===== config.mk =====
export PLATFORM = sky130hd
export DESIGN_NAME = json_string_unescape_utf8_flat
export DESIGN_NICKNAME = d
export VERILOG_FILES = /design/src/rtl/jsu_pkg.sv /design/src/rtl/jsu_req_if.sv /design/src/rtl/jsu_rsp_if.sv /design/src/rtl/jsu_decode.sv /design/src/rtl/json_string_unescape_utf8.sv /design/src/flat_wrapper.sv
export VERILOG_INCLUDE_DIRS = /design/src /design/src/rtl
export SDC_FILE = /design/constraint.sdc
export NUM_CORES = 1
export LEC_CHECK = 0
export ABC_AREA = 1
export BUFFER_PORTS_ARGS = -buffer_cell sky130_fd_sc_hd__clkbuf_2
export CAP_MARGIN = 20
export CORE_MARGIN = 5
export CORE_UTILIZATION = 33
export CTS_CLUSTER_SIZE = 24
export DETAILED_ROUTE_END_ITERATION = 8
export GPL_TIMING_DRIVEN = 0
export PLACE_DENSITY = 0.48
export SYNTH_ARGS = -nofsm -noshare
export SYNTH_HDL_FRONTEND = slang
export SYNTH_SLANG_ARGS = --single-unit
export TNS_END_PERCENT = 50

===== constraint.sdc =====
create_clock -name clock -period 4.9 [get_ports clock]
set_clock_uncertainty 0.1 [all_clocks]
set_input_delay 0.245 -clock clock [delete_from_list [all_inputs] [get_ports clock]]
set_output_delay 0.245 -clock clock [all_outputs]
set_load 0.02 [all_outputs]

===== src/rtl/json_string_unescape_utf8_assert.svh =====
// Assertion macros for the JSON string unescaper.
`ifndef JSON_STRING_UNESCAPE_UTF8_ASSERT_SVH
`define JSON_STRING_UNESCAPE_UTF8_ASSERT_SVH
`ifndef SYNTHESIS
`define JSU_ASSERT_IMPLY(label, clk, rst, ante, cons) \
label: assert property (@(posedge clk) disable iff (rst) (ante) |-> (cons)) \
   else $error("assertion failed");
`define JSU_ASSERT_NEXT(label, clk, rst, ante, cons) \
label: assert property (@(posedge clk) disable iff (rst) (ante) |=> (cons)) \
   else $error("assertion failed");
`else
`define JSU_ASSERT_IMPLY(label, clk, rst, ante, cons)
`define JSU_ASSERT_NEXT(label, clk, rst, ante, cons)
`endif
`endif


===== src/rtl/jsu_pkg.sv =====
// Types, constants and helper functions of the JSON string unescaper.
package jsu_pkg;

   localparam logic [2:0] ST_OK        = 3'd0;
   localparam logic [2:0] ST_CONTROL   = 3'd1;
   localparam logic [2:0] ST_BAD_ESC   = 3'd2;
   localparam logic [2:0] ST_BAD_HEX   = 3'd3;
   localparam logic [2:0] ST_SURROGATE = 3'd4;
   localparam logic [2:0] ST_BAD_UTF8  = 3'd5;
   localparam logic [2:0] ST_TRUNCATED = 3'd6;

   localparam logic [7:0] CHAR_QUOTE     = 8'h22;
   localparam logic [7:0] CHAR_BACKSLASH = 8'h5C;
   localparam logic [7:0] CHAR_SLASH     = 8'h2F;
   localparam logic [7:0] CHAR_B         = 8'h62;
   localparam logic [7:0] CHAR_F         = 8'h66;
   localparam logic [7:0] CHAR_N         = 8'h6E;
   localparam logic [7:0] CHAR_R         = 8'h72;
   localparam logic [7:0] CHAR_T         = 8'h74;
   localparam logic [7:0] CHAR_U         = 8'h75;

   localparam logic [7:0] BYTE_BS = 8'h08;
   localparam logic [7:0] BYTE_FF = 8'h0C;
   localparam logic [7:0] BYTE_LF = 8'h0A;
   localparam logic [7:0] BYTE_CR = 8'h0D;
   localparam logic [7:0] BYTE_HT = 8'h09;

   localparam logic [20:0] CP_MAX       = 21'h10FFFF;
   localparam logic [20:0] CP_SUPP_BASE = 21'h010000;

   typedef struct packed {
      logic        escape_pending;
      logic [2:0]  hex_digits_seen;
      logic [15:0] hex_accumulator;
      logic        low_half_expected;
      logic [9:0]  high_half_bits;
      logic [1:0]  trail_bytes_left;
      logic [1:0]  trail_bytes_total;
      logic [20:0] partial_code_point;
      logic        error_latched;
      logic [2:0]  error_code;
   } jsu_state_type;

   // A group of up to four results caused by one input byte.
   typedef struct packed {
      logic [3:0][7:0] data;
      logic [2:0]      count;
      logic            byte_valid;
      logic            is_last;
      logic [2:0]      status;
   } jsu_group_type;

   typedef struct packed {
      logic [3:0][7:0] data;
      logic [2:0]      count;
   } jsu_utf8_type;

   function automatic logic [2:0] utf8_len(input logic [20:0] v);
      if (v <= 21'h7F) return 3'd1;
      else if (v <= 21'h7FF) return 3'd2;
      else if (v <= 21'hFFFF) return 3'd3;
      else return 3'd4;
   endfunction

   function automatic jsu_utf8_type cp_to_utf8(input logic [20:0] v);
      jsu_utf8_type r;
      r = '0;
      r.count = utf8_len(v);
      unique case (r.count)
         3'd1: r.data[0] = v[7:0];
         3'd2: begin
            r.data[0] = {3'b110, v[10:6]};
            r.data[1] = {2'b10, v[5:0]};
         end
         3'd3: begin
            r.data[0] = {4'b1110, v[15:12]};
            r.data[1] = {2'b10, v[11:6]};
            r.data[2] = {2'b10, v[5:0]};
         end
         default: begin
            r.data[0] = {5'b11110, v[20:18]};
            r.data[1] = {2'b10, v[17:12]};
            r.data[2] = {2'b10, v[11:6]};
            r.data[3] = {2'b10, v[5:0]};
         end
      endcase
      return r;
   endfunction

   // Bit 4 set when the byte is a hexadecimal digit; bits 3:0 give its value.
   function automatic logic [4:0] hex_digit(input logic [7:0] b);
      if (b >= 8'h30 && b <= 8'h39) return {1'b1, 4'(b - 8'h30)};
      else if (b >= 8'h61 && b <= 8'h66) return {1'b1, 4'(b - 8'h57)};
      else if (b >= 8'h41 && b <= 8'h46) return {1'b1, 4'(b - 8'h37)};
      else return 5'd0;
   endfunction

endpackage


===== src/rtl/jsu_req_if.sv =====
// Input channel carrying one raw string byte per transfer.
interface jsu_req_if;
   logic       valid;
   logic       ready;
   logic [7:0] in_byte;
   logic       end_of_string;

   modport source (output valid, output in_byte, output end_of_string, input ready);
   modport sink (input valid, input in_byte, input end_of_string, output ready);
endinterface


===== src/rtl/jsu_rsp_if.sv =====
// Result channel carrying one unescaped byte or a status per transfer.
interface jsu_rsp_if;
   logic       valid;
   logic       ready;
   logic [7:0] out_byte;
   logic       byte_valid;
   logic       is_last;
   logic [2:0] status;

   modport source (output valid, output out_byte, output byte_valid, output is_last,
                   output status, input ready);
   modport sink (input valid, input out_byte, input byte_valid, input is_last,
                 input status, output ready);
endinterface


===== src/rtl/jsu_decode.sv =====
// Next-state and result-group logic for one input byte.
module jsu_decode (
   input  jsu_pkg::jsu_state_type cur,
   input  logic [7:0]             in_byte,
   input  logic                   end_of_string,
   output jsu_pkg::jsu_state_type nxt,
   output jsu_pkg::jsu_group_type grp,
   output logic                   grp_load
);
   import jsu_pkg::*;

   logic [4:0]   hexd;
   logic [15:0]  hex_x;
   logic         is_high;
   logic         is_low;
   logic [20:0]  pair_cp;
   logic [20:0]  raw_cp;
   jsu_utf8_type enc;

   assign hexd    = hex_digit(in_byte);
   assign hex_x   = {cur.hex_accumulator[11:0], hexd[3:0]};
   assign is_high = hex_x >= 16'hD800 && hex_x <= 16'hDBFF;
   assign is_low  = hex_x >= 16'hDC00 && hex_x <= 16'hDFFF;
   assign pair_cp = {1'b0, cur.high_half_bits, hex_x[9:0]} + CP_SUPP_BASE;
   assign raw_cp  = {cur.partial_code_point[14:0], in_byte[5:0]};

   always_comb begin
      nxt = cur;
      grp = '0;
      grp.byte_valid = 1'b1;
      enc = '0;
      if (!cur.error_latched) begin
         if (cur.escape_pending) begin
            nxt.escape_pending = 1'b0;
            if (cur.low_half_expected && in_byte != CHAR_U) begin
               nxt.error_latched = 1'b1;
               nxt.error_code = ST_SURROGATE;
            end else begin
               unique case (in_byte)
                  CHAR_QUOTE, CHAR_BACKSLASH, CHAR_SLASH: begin
                     grp.data[0] = in_byte;
                     grp.count = 3'd1;
                  end
                  CHAR_B: begin grp.data[0] = BYTE_BS; grp.count = 3'd1; end
                  CHAR_F: begin grp.data[0] = BYTE_FF; grp.count = 3'd1; end
                  CHAR_N: begin grp.data[0] = BYTE_LF; grp.count = 3'd1; end
                  CHAR_R: begin grp.data[0] = BYTE_CR; grp.count = 3'd1; end
                  CHAR_T: begin grp.data[0] = BYTE_HT; grp.count = 3'd1; end
                  CHAR_U: begin
                     nxt.hex_digits_seen = 3'd1;
                     nxt.hex_accumulator = '0;
                  end
                  default: begin
                     nxt.error_latched = 1'b1;
                     nxt.error_code = ST_BAD_ESC;
                  end
               endcase
            end
         end else if (cur.hex_digits_seen != 3'd0) begin
            if (!hexd[4]) begin
               nxt.error_latched = 1'b1;
               nxt.error_code = ST_BAD_HEX;
            end else begin
               nxt.hex_accumulator = hex_x;
               if (cur.hex_digits_seen != 3'd4) begin
                  nxt.hex_digits_seen = cur.hex_digits_seen + 3'd1;
               end else begin
                  nxt.hex_digits_seen = 3'd0;
                  if (cur.low_half_expected) begin
                     if (!is_low) begin
                        nxt.error_latched = 1'b1;
                        nxt.error_code = ST_SURROGATE;
                     end else begin
                        nxt.low_half_expected = 1'b0;
                        enc = cp_to_utf8(pair_cp);
                        grp.data = enc.data;
                        grp.count = enc.count;
                     end
                  end else if (is_high) begin
                     nxt.low_half_expected = 1'b1;
                     nxt.high_half_bits = hex_x[9:0];
                  end else if (is_low) begin
                     nxt.error_latched = 1'b1;
                     nxt.error_code = ST_SURROGATE;
                  end else begin
                     enc = cp_to_utf8({5'd0, hex_x});
                     grp.data = enc.data;
                     grp.count = enc.count;
                  end
               end
            end
         end else if (cur.low_half_expected && in_byte != CHAR_BACKSLASH) begin
            nxt.error_latched = 1'b1;
            nxt.error_code = ST_SURROGATE;
         end else if (in_byte <= 8'h1F) begin
            nxt.error_latched = 1'b1;
            nxt.error_code = ST_CONTROL;
         end else if (cur.trail_bytes_left != 2'd0) begin
            if (in_byte[7:6] != 2'b10) begin
               nxt.error_latched = 1'b1;
               nxt.error_code = ST_BAD_UTF8;
            end else begin
               nxt.partial_code_point = raw_cp;
               nxt.trail_bytes_left = cur.trail_bytes_left - 2'd1;
               if (cur.trail_bytes_left == 2'd1) begin
                  if (raw_cp > CP_MAX || (raw_cp >= 21'hD800 && raw_cp <= 21'hDFFF) ||
                      utf8_len(raw_cp) != {1'b0, cur.trail_bytes_total} + 3'd1) begin
                     nxt.error_latched = 1'b1;
                     nxt.error_code = ST_BAD_UTF8;
                  end else begin
                     nxt.trail_bytes_total = 2'd0;
                     nxt.partial_code_point = '0;
                     enc = cp_to_utf8(raw_cp);
                     grp.data = enc.data;
                     grp.count = enc.count;
                  end
               end
            end
         end else if (in_byte == CHAR_BACKSLASH) begin
            nxt.escape_pending = 1'b1;
         end else if (in_byte < 8'h80) begin
            grp.data[0] = in_byte;
            grp.count = 3'd1;
         end else if (in_byte < 8'hC2) begin
            nxt.error_latched = 1'b1;
            nxt.error_code = ST_BAD_UTF8;
         end else if (in_byte < 8'hE0) begin
            nxt.trail_bytes_left = 2'd1;
            nxt.trail_bytes_total = 2'd1;
            nxt.partial_code_point = {16'd0, in_byte[4:0]};
         end else if (in_byte < 8'hF0) begin
            nxt.trail_bytes_left = 2'd2;
            nxt.trail_bytes_total = 2'd2;
            nxt.partial_code_point = {17'd0, in_byte[3:0]};
         end else if (in_byte <= 8'hF4) begin
            nxt.trail_bytes_left = 2'd3;
            nxt.trail_bytes_total = 2'd3;
            nxt.partial_code_point = {18'd0, in_byte[2:0]};
         end else begin
            nxt.error_latched = 1'b1;
            nxt.error_code = ST_BAD_UTF8;
         end
      end

      if (nxt.error_latched) begin
         grp.count = 3'd0;
      end

      if (end_of_string) begin
         if (!nxt.error_latched) begin
            if (nxt.escape_pending || nxt.hex_digits_seen != 3'd0) begin
               nxt.error_latched = 1'b1;
               nxt.error_code = ST_TRUNCATED;
            end else if (nxt.low_half_expected) begin
               nxt.error_latched = 1'b1;
               nxt.error_code = ST_SURROGATE;
            end else if (nxt.trail_bytes_left != 2'd0) begin
               nxt.error_latched = 1'b1;
               nxt.error_code = ST_BAD_UTF8;
            end
         end
         grp.is_last = 1'b1;
         if (nxt.error_latched) begin
            grp.data = '0;
            grp.count = 3'd1;
            grp.byte_valid = 1'b0;
            grp.status = nxt.error_code;
         end else if (grp.count == 3'd0) begin
            grp.count = 3'd1;
            grp.byte_valid = 1'b0;
         end
         nxt = '0;
      end

      grp_load = grp.count != 3'd0;
   end

endmodule


===== src/rtl/json_string_unescape_utf8.sv =====
// Top level of the streaming JSON string unescaper with UTF-8 validation.
// The first result of a byte appears on rsp_chan in the cycle after that byte's transfer.
// Throughput: one byte per cycle while no result is held or the last one drains; a byte
// that yields up to four results holds the single result register until each is taken.
// Reset: synchronous, active high; clears the decode state and empties the result register.
`include "json_string_unescape_utf8_assert.svh"
module json_string_unescape_utf8 (
   input logic    clock,
   input logic    reset,
   jsu_req_if.sink   req_chan,
   jsu_rsp_if.source rsp_chan
);
   import jsu_pkg::*;

   jsu_state_type state_ff;
   jsu_state_type state_in;
   jsu_group_type grp_ff;
   jsu_group_type grp_in;
   logic          grp_load;
   logic          busy_ff;
   logic [1:0]    idx_ff;
   logic [2:0]    count_m1;
   logic          last_beat;
   logic          drain;
   logic          req_take;
   logic          rsp_take;
   logic          end_take;

   jsu_decode u_decode (
      .cur           (state_ff),
      .in_byte       (req_chan.in_byte),
      .end_of_string (req_chan.end_of_string),
      .nxt           (state_in),
      .grp           (grp_in),
      .grp_load      (grp_load)
   );

   assign count_m1  = grp_ff.count - 3'd1;
   assign last_beat = {1'b0, idx_ff} == count_m1;
   assign rsp_take  = busy_ff && rsp_chan.ready;
   assign drain     = rsp_take && last_beat;
   assign req_chan.ready = !busy_ff || drain;
   assign req_take  = req_chan.valid && req_chan.ready;
   assign end_take  = req_take && req_chan.end_of_string;

   assign rsp_chan.valid      = busy_ff;
   assign rsp_chan.out_byte   = grp_ff.data[idx_ff];
   assign rsp_chan.byte_valid = grp_ff.byte_valid;
   assign rsp_chan.is_last    = grp_ff.is_last && last_beat;
   assign rsp_chan.status     = grp_ff.status;

   always_ff @(posedge clock) begin
      if (reset) begin
         state_ff <= '0;
         busy_ff  <= 1'b0;
         idx_ff   <= 2'd0;
      end else begin
         if (req_take) begin
            state_ff <= state_in;
         end
         if (req_take && grp_load) begin
            busy_ff <= 1'b1;
            idx_ff  <= 2'd0;
         end else if (drain) begin
            busy_ff <= 1'b0;
            idx_ff  <= 2'd0;
         end else if (rsp_take) begin
            idx_ff <= idx_ff + 2'd1;
         end
      end
   end

   always_ff @(posedge clock) begin
      if (req_take && grp_load) begin
         grp_ff <= grp_in;
      end
   end

   `JSU_ASSERT_IMPLY(a_status_only_last, clock, reset, busy_ff && !grp_ff.byte_valid, rsp_chan.is_last)
   `JSU_ASSERT_IMPLY(a_data_ok, clock, reset, busy_ff && grp_ff.byte_valid, rsp_chan.status == ST_OK)
   `JSU_ASSERT_NEXT(a_end_clears, clock, reset, end_take, state_ff == '0)
   `JSU_ASSERT_IMPLY(a_no_take_busy, clock, reset, req_take, !busy_ff || drain)

endmodule

===== src/flat_wrapper.sv =====
// flat-port wrapper written by rule: the top's interface ports become plain ports
module json_string_unescape_utf8_flat import jsu_pkg::*;
  (clock, reset, req_chan_valid, req_chan_in_byte, req_chan_end_of_string, req_chan_ready, rsp_chan_valid, rsp_chan_out_byte, rsp_chan_byte_valid, rsp_chan_is_last, rsp_chan_status, rsp_chan_ready);
  jsu_req_if req_chan_i ();
  jsu_rsp_if rsp_chan_i ();
  input logic clock;
  input logic reset;
  input wire logic [$bits(req_chan_i.valid)-1:0] req_chan_valid;
  input wire logic [$bits(req_chan_i.in_byte)-1:0] req_chan_in_byte;
  input wire logic [$bits(req_chan_i.end_of_string)-1:0] req_chan_end_of_string;
  output wire logic [$bits(req_chan_i.ready)-1:0] req_chan_ready;
  output wire logic [$bits(rsp_chan_i.valid)-1:0] rsp_chan_valid;
  output wire logic [$bits(rsp_chan_i.out_byte)-1:0] rsp_chan_out_byte;
  output wire logic [$bits(rsp_chan_i.byte_valid)-1:0] rsp_chan_byte_valid;
  output wire logic [$bits(rsp_chan_i.is_last)-1:0] rsp_chan_is_last;
  output wire logic [$bits(rsp_chan_i.status)-1:0] rsp_chan_status;
  input wire logic [$bits(rsp_chan_i.ready)-1:0] rsp_chan_ready;
  assign req_chan_i.valid = req_chan_valid;
  assign req_chan_i.in_byte = req_chan_in_byte;
  assign req_chan_i.end_of_string = req_chan_end_of_string;
  assign req_chan_ready = req_chan_i.ready;
  assign rsp_chan_valid = rsp_chan_i.valid;
  assign rsp_chan_out_byte = rsp_chan_i.out_byte;
  assign rsp_chan_byte_valid = rsp_chan_i.byte_valid;
  assign rsp_chan_is_last = rsp_chan_i.is_last;
  assign rsp_chan_status = rsp_chan_i.status;
  assign rsp_chan_i.ready = rsp_chan_ready;
  json_string_unescape_utf8 u_core (.clock(clock), .reset(reset), .req_chan(req_chan_i), .rsp_chan(rsp_chan_i));
endmodule

# Yosys cells after proc, flatten, opt, wreduce, memory -nomap -nowiden
# Index checks and enable logic that the tools add are counted.
# word_totals
register_bits	93
in_bits	13
# classes
addsub	9
magnitude_cmp	28
n_eq_ne	40
muxes	141
reduce_logical	45
# op_table
operator	n
$mux W35	13
$mux W25	8
$pmux W8 S3	6
$mux W3	41
$mux W60	2
$mux W4	25
$mux W29	3
$mux W11	7
$pmux W11 S6	1
$le A21 B16 Y1 const B	3
$mux W30	2
$eq A8 B7 Y1 const B	7
$mux W24	2
$pmux W8 S2	3
$le A21 B11 Y1 const B	2
$le A21 B7 Y1 const B	2
$mux W40	1
$mux W19	2
$mux W36	1
$ge A16 B16 Y1 const B	2
$le A16 B16 Y1 const B	2
$lt A8 B8 Y1 const B	4
$mux W32	1
$mux W8	4
52 further kinds	119

# Longest topological paths before layout
# logic_depth
depth_word	43
mapped_depth	27

# Cells and area by module
# From an unflattened synthesis, not the netlist that was laid out.
# hier_totals
hier_cells	1605
area_unflattened_um2	10079.7
# by_module_without_submodules
mod	instances	cells_each	area_each_um2	seq_area_each_um2
jsu_decode	1	1086	5461.5	0.0
json_string_unescape_utf8	1	519	4618.2	2462.4

# Worst setup path after synthesis
# No wires, ideal clock.
# synth_path
path_kind	input to register
from	in req_chan_in_byte[0]
to	reg u_core.grp_ff[10] in the netlist's numbering (enable)
arrival_time_ns	3.179
required_time_ns	4.408
path_slack_ns	1.230
cell_stages	26
path_buffers	1
path_cell_list	buf_2 > inv_1 > ha_1 > inv_1 > nand3_1 > nand3_4 > nand2_1 > nand2_1 > nand2_1 > inv_2 > nand2_2 > nor2_4 > nand2_1 > nand3_1 > nand2_2 > inv_2 > nand2_4 > nand2_2 > nand2_1 > nand2_1 > nand2_1 > nand2_1 > nand2_1 > nand4_2 > nand2_2 > inv_1
# synth_between
elab_chain_len	31
# synth_rtl
item	line_no	text
start: declaration	flat_wrapper.sv:9	input wire logic [$bits(req_chan_i.in_byte)-1:0] req_chan_in_byte;
$ge A8 B7 Y1 / $le A8 B7 Y1 (equally long branches)	jsu_pkg.sv:94	else if (b >= 8'h41 && b <= 8'h46) return {1'b1, 4'(b - 8'h37)};
$logic_and A1 B1 Y1	jsu_pkg.sv:94	
$mux W5	jsu_pkg.sv:94	
$mux W5	jsu_pkg.sv:93	else if (b >= 8'h61 && b <= 8'h66) return {1'b1, 4'(b - 8'h57)};
$mux W5	jsu_pkg.sv:92	if (b >= 8'h30 && b <= 8'h39) return {1'b1, 4'(b - 8'h30)};
$add A20 B17 Y21 / $le A16 B11 Y1 (equally long branches)	jsu_decode.sv:24, jsu_pkg.sv:60	
$le A21 B16 Y1 / $mux W1 (equally long branches)	jsu_pkg.sv:61, jsu_pkg.sv:60	
$mux W3 / $mux W2 (equally long branches)	jsu_pkg.sv:61, jsu_pkg.sv:59	
[15 not listed]	--	
$mux W35	jsu_decode.sv:32	if (!cur.error_latched) begin
$mux W3	jsu_decode.sv:145	if (nxt.error_latched) begin
$logic_not A3 Y1	jsu_decode.sv:168	end else if (grp.count == 3'd0) begin
$mux W4	jsu_decode.sv:168	
$mux W4	jsu_decode.sv:163	if (nxt.error_latched) begin
$mux W40 *	jsu_decode.sv:149	if (end_of_string) begin
$reduce_bool A3 Y1 *	jsu_decode.sv:175	grp_load = grp.count != 3'd0;
$logic_and A1 B1 Y1 *	json_string_unescape_utf8.sv:74	if (req_take && grp_load) begin
end signal: assignment	json_string_unescape_utf8.sv:75	grp_ff <= grp_in;
end: declaration	json_string_unescape_utf8.sv:17	jsu_group_type grp_ff;
# Every way passes the cells marked *; elsewhere a longest branch is shown, timed or not. The select of a mux whose other input is x is not followed.
# A chain may end at the register's enable or synchronous reset.

# Final worst setup path
# layout_path
from	reg u_core.state_ff[56] in the netlist's numbering
to	reg u_core.grp_ff[17] in the netlist's numbering (enable)
# layout_between
elab_chain_len	15
# layout_rtl
item	line_no	text
start: declaration	json_string_unescape_utf8.sv:15	jsu_state_type state_ff;
start signal: assignment	json_string_unescape_utf8.sv:59	state_ff <= state_in;
$add A3 B1 Y3 / $ne A3 B3 Y1 (equally long branches)	jsu_decode.sv:66, jsu_decode.sv:65	
$mux W3	jsu_decode.sv:65	if (cur.hex_digits_seen != 3'd4) begin
$mux W30	jsu_decode.sv:60	if (!hexd[4]) begin
$mux W30	jsu_decode.sv:59	end else if (cur.hex_digits_seen != 3'd0) begin
$mux W20	jsu_decode.sv:33	if (cur.escape_pending) begin
$mux W60	jsu_decode.sv:32	
$reduce_bool A3 Y1	jsu_decode.sv:151	if (nxt.escape_pending || nxt.hex_digits_seen != 3'd0) begin
$logic_or A1 B1 Y1	jsu_decode.sv:151	
$mux W4	jsu_decode.sv:151	
$mux W4	jsu_decode.sv:150	if (!nxt.error_latched) begin
$mux W4	jsu_decode.sv:149	
$mux W4	jsu_decode.sv:163	
$mux W40 *	jsu_decode.sv:149	
$reduce_bool A3 Y1 *	jsu_decode.sv:175	
$logic_and A1 B1 Y1 *	json_string_unescape_utf8.sv:74	
# Marked as above.

==> metrics list <==
- WL/cell: 19.9 um
* Cell area after technology mapping: 0.00739 mm2
- H-tree lvl count: 3
- Number of slew-limit violations in the final report: 0
- Measured in cells, the most critical reg-to-reg path has a length of 19.
- Once the floorplan was initialized, standard cells occupied 33.6% of the core.
* Non-filler cells, final: 1,482
- In this run the critical register-to-register path is launched from u_core.state_ff[56].
* Setup Crit Path Kind: reg -> reg
- Maximum clock path buffer count: 2
- The tree built by TritonCTS fans out to 90 sinks.
* Min setup slack post-route: 0.582 ns
- Max-cap violations in this run came to 0.
* Status: finished clean
* Syn nets: 1,185
- The number of different library cells used by synthesis comes to 56.
- Root Driver: clkbuf_16
- Clock-pin slew reported for the worst setup and hold paths after clock tree synthesis: 0.07 ns
- Worst Hold End: u_core.grp_ff[3]
- The worst hold path belongs to the class in -> reg.
- The clock period could shrink to 4.32 ns.
* Post-synthesis share of cell area spent on xor and xnor gates: 0.711%
- Worst-path maximum fanout: 25
* Row count: 54
- Wire length of the first global-routing pass: 45,500 um
- Worst Path Arrival: 4.27 ns
- The die is 160 um tall.
* Post-synth EDFFs: 37
* Cells after DPL: 1,466
- Detailed-route wire length: 29,400 um
- Floorplan core area: 0.0220 mm2
- Pin placement for this block handled 28 I/O pins.
- Maximum number of pins on one net before global-route repair: 26
* Leading area contributor after synthesis: edfxtp_1
- Number of hold violations in the final report: 0
- Antenna cell count: 0
- Number of nets with antenna violations after detailed routing: 0
* Cell types occupying the most area after synthesis: edfxtp_1 (15%), dfxtp_1 (14%), nand2_1 (12%), nor2_1 (8.1%), inv_1 (7.0%)
* Number of cells on the worst hold path: 1
- The worst setup path is launched from a flop.
- In this run the static leakage power is 3.39 nW.
- Summing the areas of all fa, ha and maj instances in the mapped netlist gives 2.20% of the synthesized area.
* Cells after synthesis: 1,159
- Antenna violations before repair: 0
- The later pin in the worst-skew pair is clocked with a latency of 0.36 ns.
- Global routing used 22.7% of the available tracks.
* Compound-gate portion of the synthesized area: 22.6%
- After legalization and detailed placement, the total HPWL measured 23,500 um.
* Data required time of the critical path: 4.86 ns
- Commonest cells in the netlist: nand2_1 (238), nor2_1 (159), inv_1 (138)
* Post-CTS Resized: 0
- Routability-driven placement finished with a final weighted congestion of 0.938.
* Layout cells sized above 1: 9.98%
- Quantity of I/O buffers inserted on ports: 26
- Yosys top cell area share: 15.0%
- In this run the post-CTS setup repair buffer count came out at 0.
- Buffers inserted to repair hold after CTS numbered 0.
- Number of storage elements in the synthesis netlist: 90
- Of the post-synthesis cell area, the part taken by muxes is 0%.
- Width of the die: 160 um
- Synth warn: 0
* Worst min-delay path startpoint: req_chan_end_of_string
- The worst register-to-register path ends at u_core.grp_ff[17].
- Area share of and/or/nand/nor cells after synthesis: 34.5%
* Filler cells: 2,450
* Total iterations of the first detailed-routing run: 5
* Portion of the clock cycle consumed by the worst path in the final layout: 88.1%
* Number of endpoints failing setup at the final stage: 0
* Total power of the final layout: 2.13 mW
* Pwr dens: 259 mW/mm2
* Mapped Avg Cell Area: 6.37 um2
- TritonCTS clock tree: yes
- Post-DR vias/cell: 5.50
* Dominant combinational cell family by area after synthesis: simple AND/OR/NAND/NOR gates
* Residual DRC count: 0
* Number of global-route vias before repair: 7,753
- Rel. slew slack: 48.4%
- Most numerous cell in the Yosys netlist: nand2_1
- The detailed router finished its first iteration with 641 violations.
- The number of clock buffers added by TritonCTS is 9.
* Critical path capture point type: flop
- After synthesis, the share of flip-flops with an asynchronous set or reset is 0%.
- Global routing finished with a remaining overflow of 0.
- Unrepaired setup endpoints after global routing: no
- Area growth, synth to finish: 11.3%
- For this run, the post-layout net count is 1,223.
* Die Outline Area: 0.0255 mm2
- Flip-flop cell with the highest count after synthesis: dfxtp_1
- Minimum setup slack among reg-to-reg paths: 0.58 ns
- Maximum frequency from static timing analysis: 0.232 GHz
* Share of synthesized area occupied by flip-flops and latches: 29.4%
* Max rail drop VDD: 0.000127 V
* Actual transition at the worst max-transition pin: 0.773 ns
- The routed layout has 8,147 vias.
* Place WS: 0.370 ns
[area by class of cell]
cell class | instances | area [um2] | share of cell area, %
clock buffer | 11 | 264 | 3.21
tap | 280 | 350 | 4.26
sequential | 90 | 2170 | 26.4
clock inverter | 5 | 65.1 | 0.791
buffer | 46 | 219 | 2.66
multi-input combinational | 872 | 4430 | 53.8
inverter | 151 | 568 | 6.91
timing repair buffer | 27 | 158 | 1.92
[layout by cell type, fill, tap and decap left out, types with 4 or more instances in the layout]
cell type,netlist,layout
o22ai_1,23,23
nor2_4,6,6
buf_2,10,10
nand3b_1,4,4
ha_1,13,13
a31oi_1,6,6
a22oi_1,8,8
nand2_2,16,16
clkbuf_16,0,10
nand4_1,19,19
nand3_2,4,4
nor2_1,159,159
dfxtp_1,53,53
o21ai_0,98,98
nor3_1,22,22
xor2_1,4,4
clkbuf_2,0,26
a211oi_1,15,15
inv_1,138,138
edfxtp_1,37,37
o221ai_1,5,5
clkbuf_1,28,28
nand2_1,238,238
nor2_2,12,12
o2111ai_1,6,6
inv_2,9,9
o21ai_1,8,8
o211ai_1,16,16
a21oi_1,89,89
nor4_1,6,6
buf_4,5,5
nand3_1,66,66
[worst max-delay path by stage]
stage	cells past startpoint	from	slack [ns]	to
after global placement	25	req_chan_in_byte[1]	-0.1	u_core.grp_ff[34]
after CTS	19	u_core.state_ff[56]	0.61	u_core.grp_ff[17]
after detailed placement	26	req_chan_in_byte[1]	0.37	u_core.grp_ff[11]
after global routing	19	u_core.state_ff[56]	0.25	u_core.grp_ff[17]
after floorplan	26	req_chan_in_byte[0]	1.23	u_core.grp_ff[10]
final	19	u_core.state_ff[56]	0.58	u_core.grp_ff[17]
[power by group]
part / total (mW) / switching (mW) / internal (mW) / leakage, nW
sequential: 0.860 / 0.0310 / 0.829 / 0.792
clock: 0.778 / 0.331 / 0.447 / 0.162
combinational: 0.495 / 0.360 / 0.135 / 2.44
[critical path, stage by stage (launching register included)]
cell,delay (ns)
dfxtp_1,0.33
inv_1,0.10
ha_1,0.18
inv_1,0.09
nor2_2,0.34
clkinv_1,0.45
nor2_1,0.37
nand2_1,0.17
nand2_1,0.09
nand2_1,0.06
nor2_1,0.20
nand2_1,0.10
nor2_1,0.12
nand3_1,0.10
nand2_2,0.13
nand3_1,0.17
nand4_2,0.15
nand2_2,0.07
inv_1,0.43
buf_16,0.24
[through the flow]
| step | util, % | cell area, um2 | setup TNS (ns) | hold WS [ns] |
|---|---|---|---|---|
| finish | 37.5 | 8230 | 0 | 0.0481 |
| global route | 37.5 | 8230 | 0 | 0.0424 |
| CTS | 37.5 | 8230 | 0 | 0.0430 |
| detailed placement | 36.0 | 7900 | 0 | 0.361 |
| global placement | 35.8 | 7870 | -3.51 | 0.358 |
| floorplan | - | 7390 | 0 | 0.244 |
[routing by layer]
| layer | share of wire [%] | track usage, % | up-vias | routed length (um) |
|---|---|---|---|---|
| li1 | - | - | 3990 | - |
| met1 | 44 | 29.7 | 3783 | 12900 |
| met2 | 45 | 36.6 | 309 | 13400 |
| met3 | 6.9 | 4.92 | 65 | 2030 |
| met4 | 4.0 | 9.39 | 0 | 1190 |
| met5 | 0 | 0 | - | 0 |
[registers in the layout, indices dropped and copies added, names as in the netlist]
name	cells
u_core.rsp_chan.byte_valid	1
u_core.rsp_chan.valid	1
u_core.rsp_chan.status	3
u_core.state_ff	50
u_core.idx_ff	2
u_core.grp_ff	33
[cell families (layout without fill, tap and decap cells)]
group | count (synthesis) | in the layout
AND/OR/NAND/NOR | 565 | 565
AO/OA/AOI/OAI | 288 | 288
buffers and inverters | 197 | 240
flip-flops | 90 | 90
adder cells (fa/ha/maj) | 13 | 13
XOR/XNOR | 6 | 6
Power figures use the tool's default switching activity.
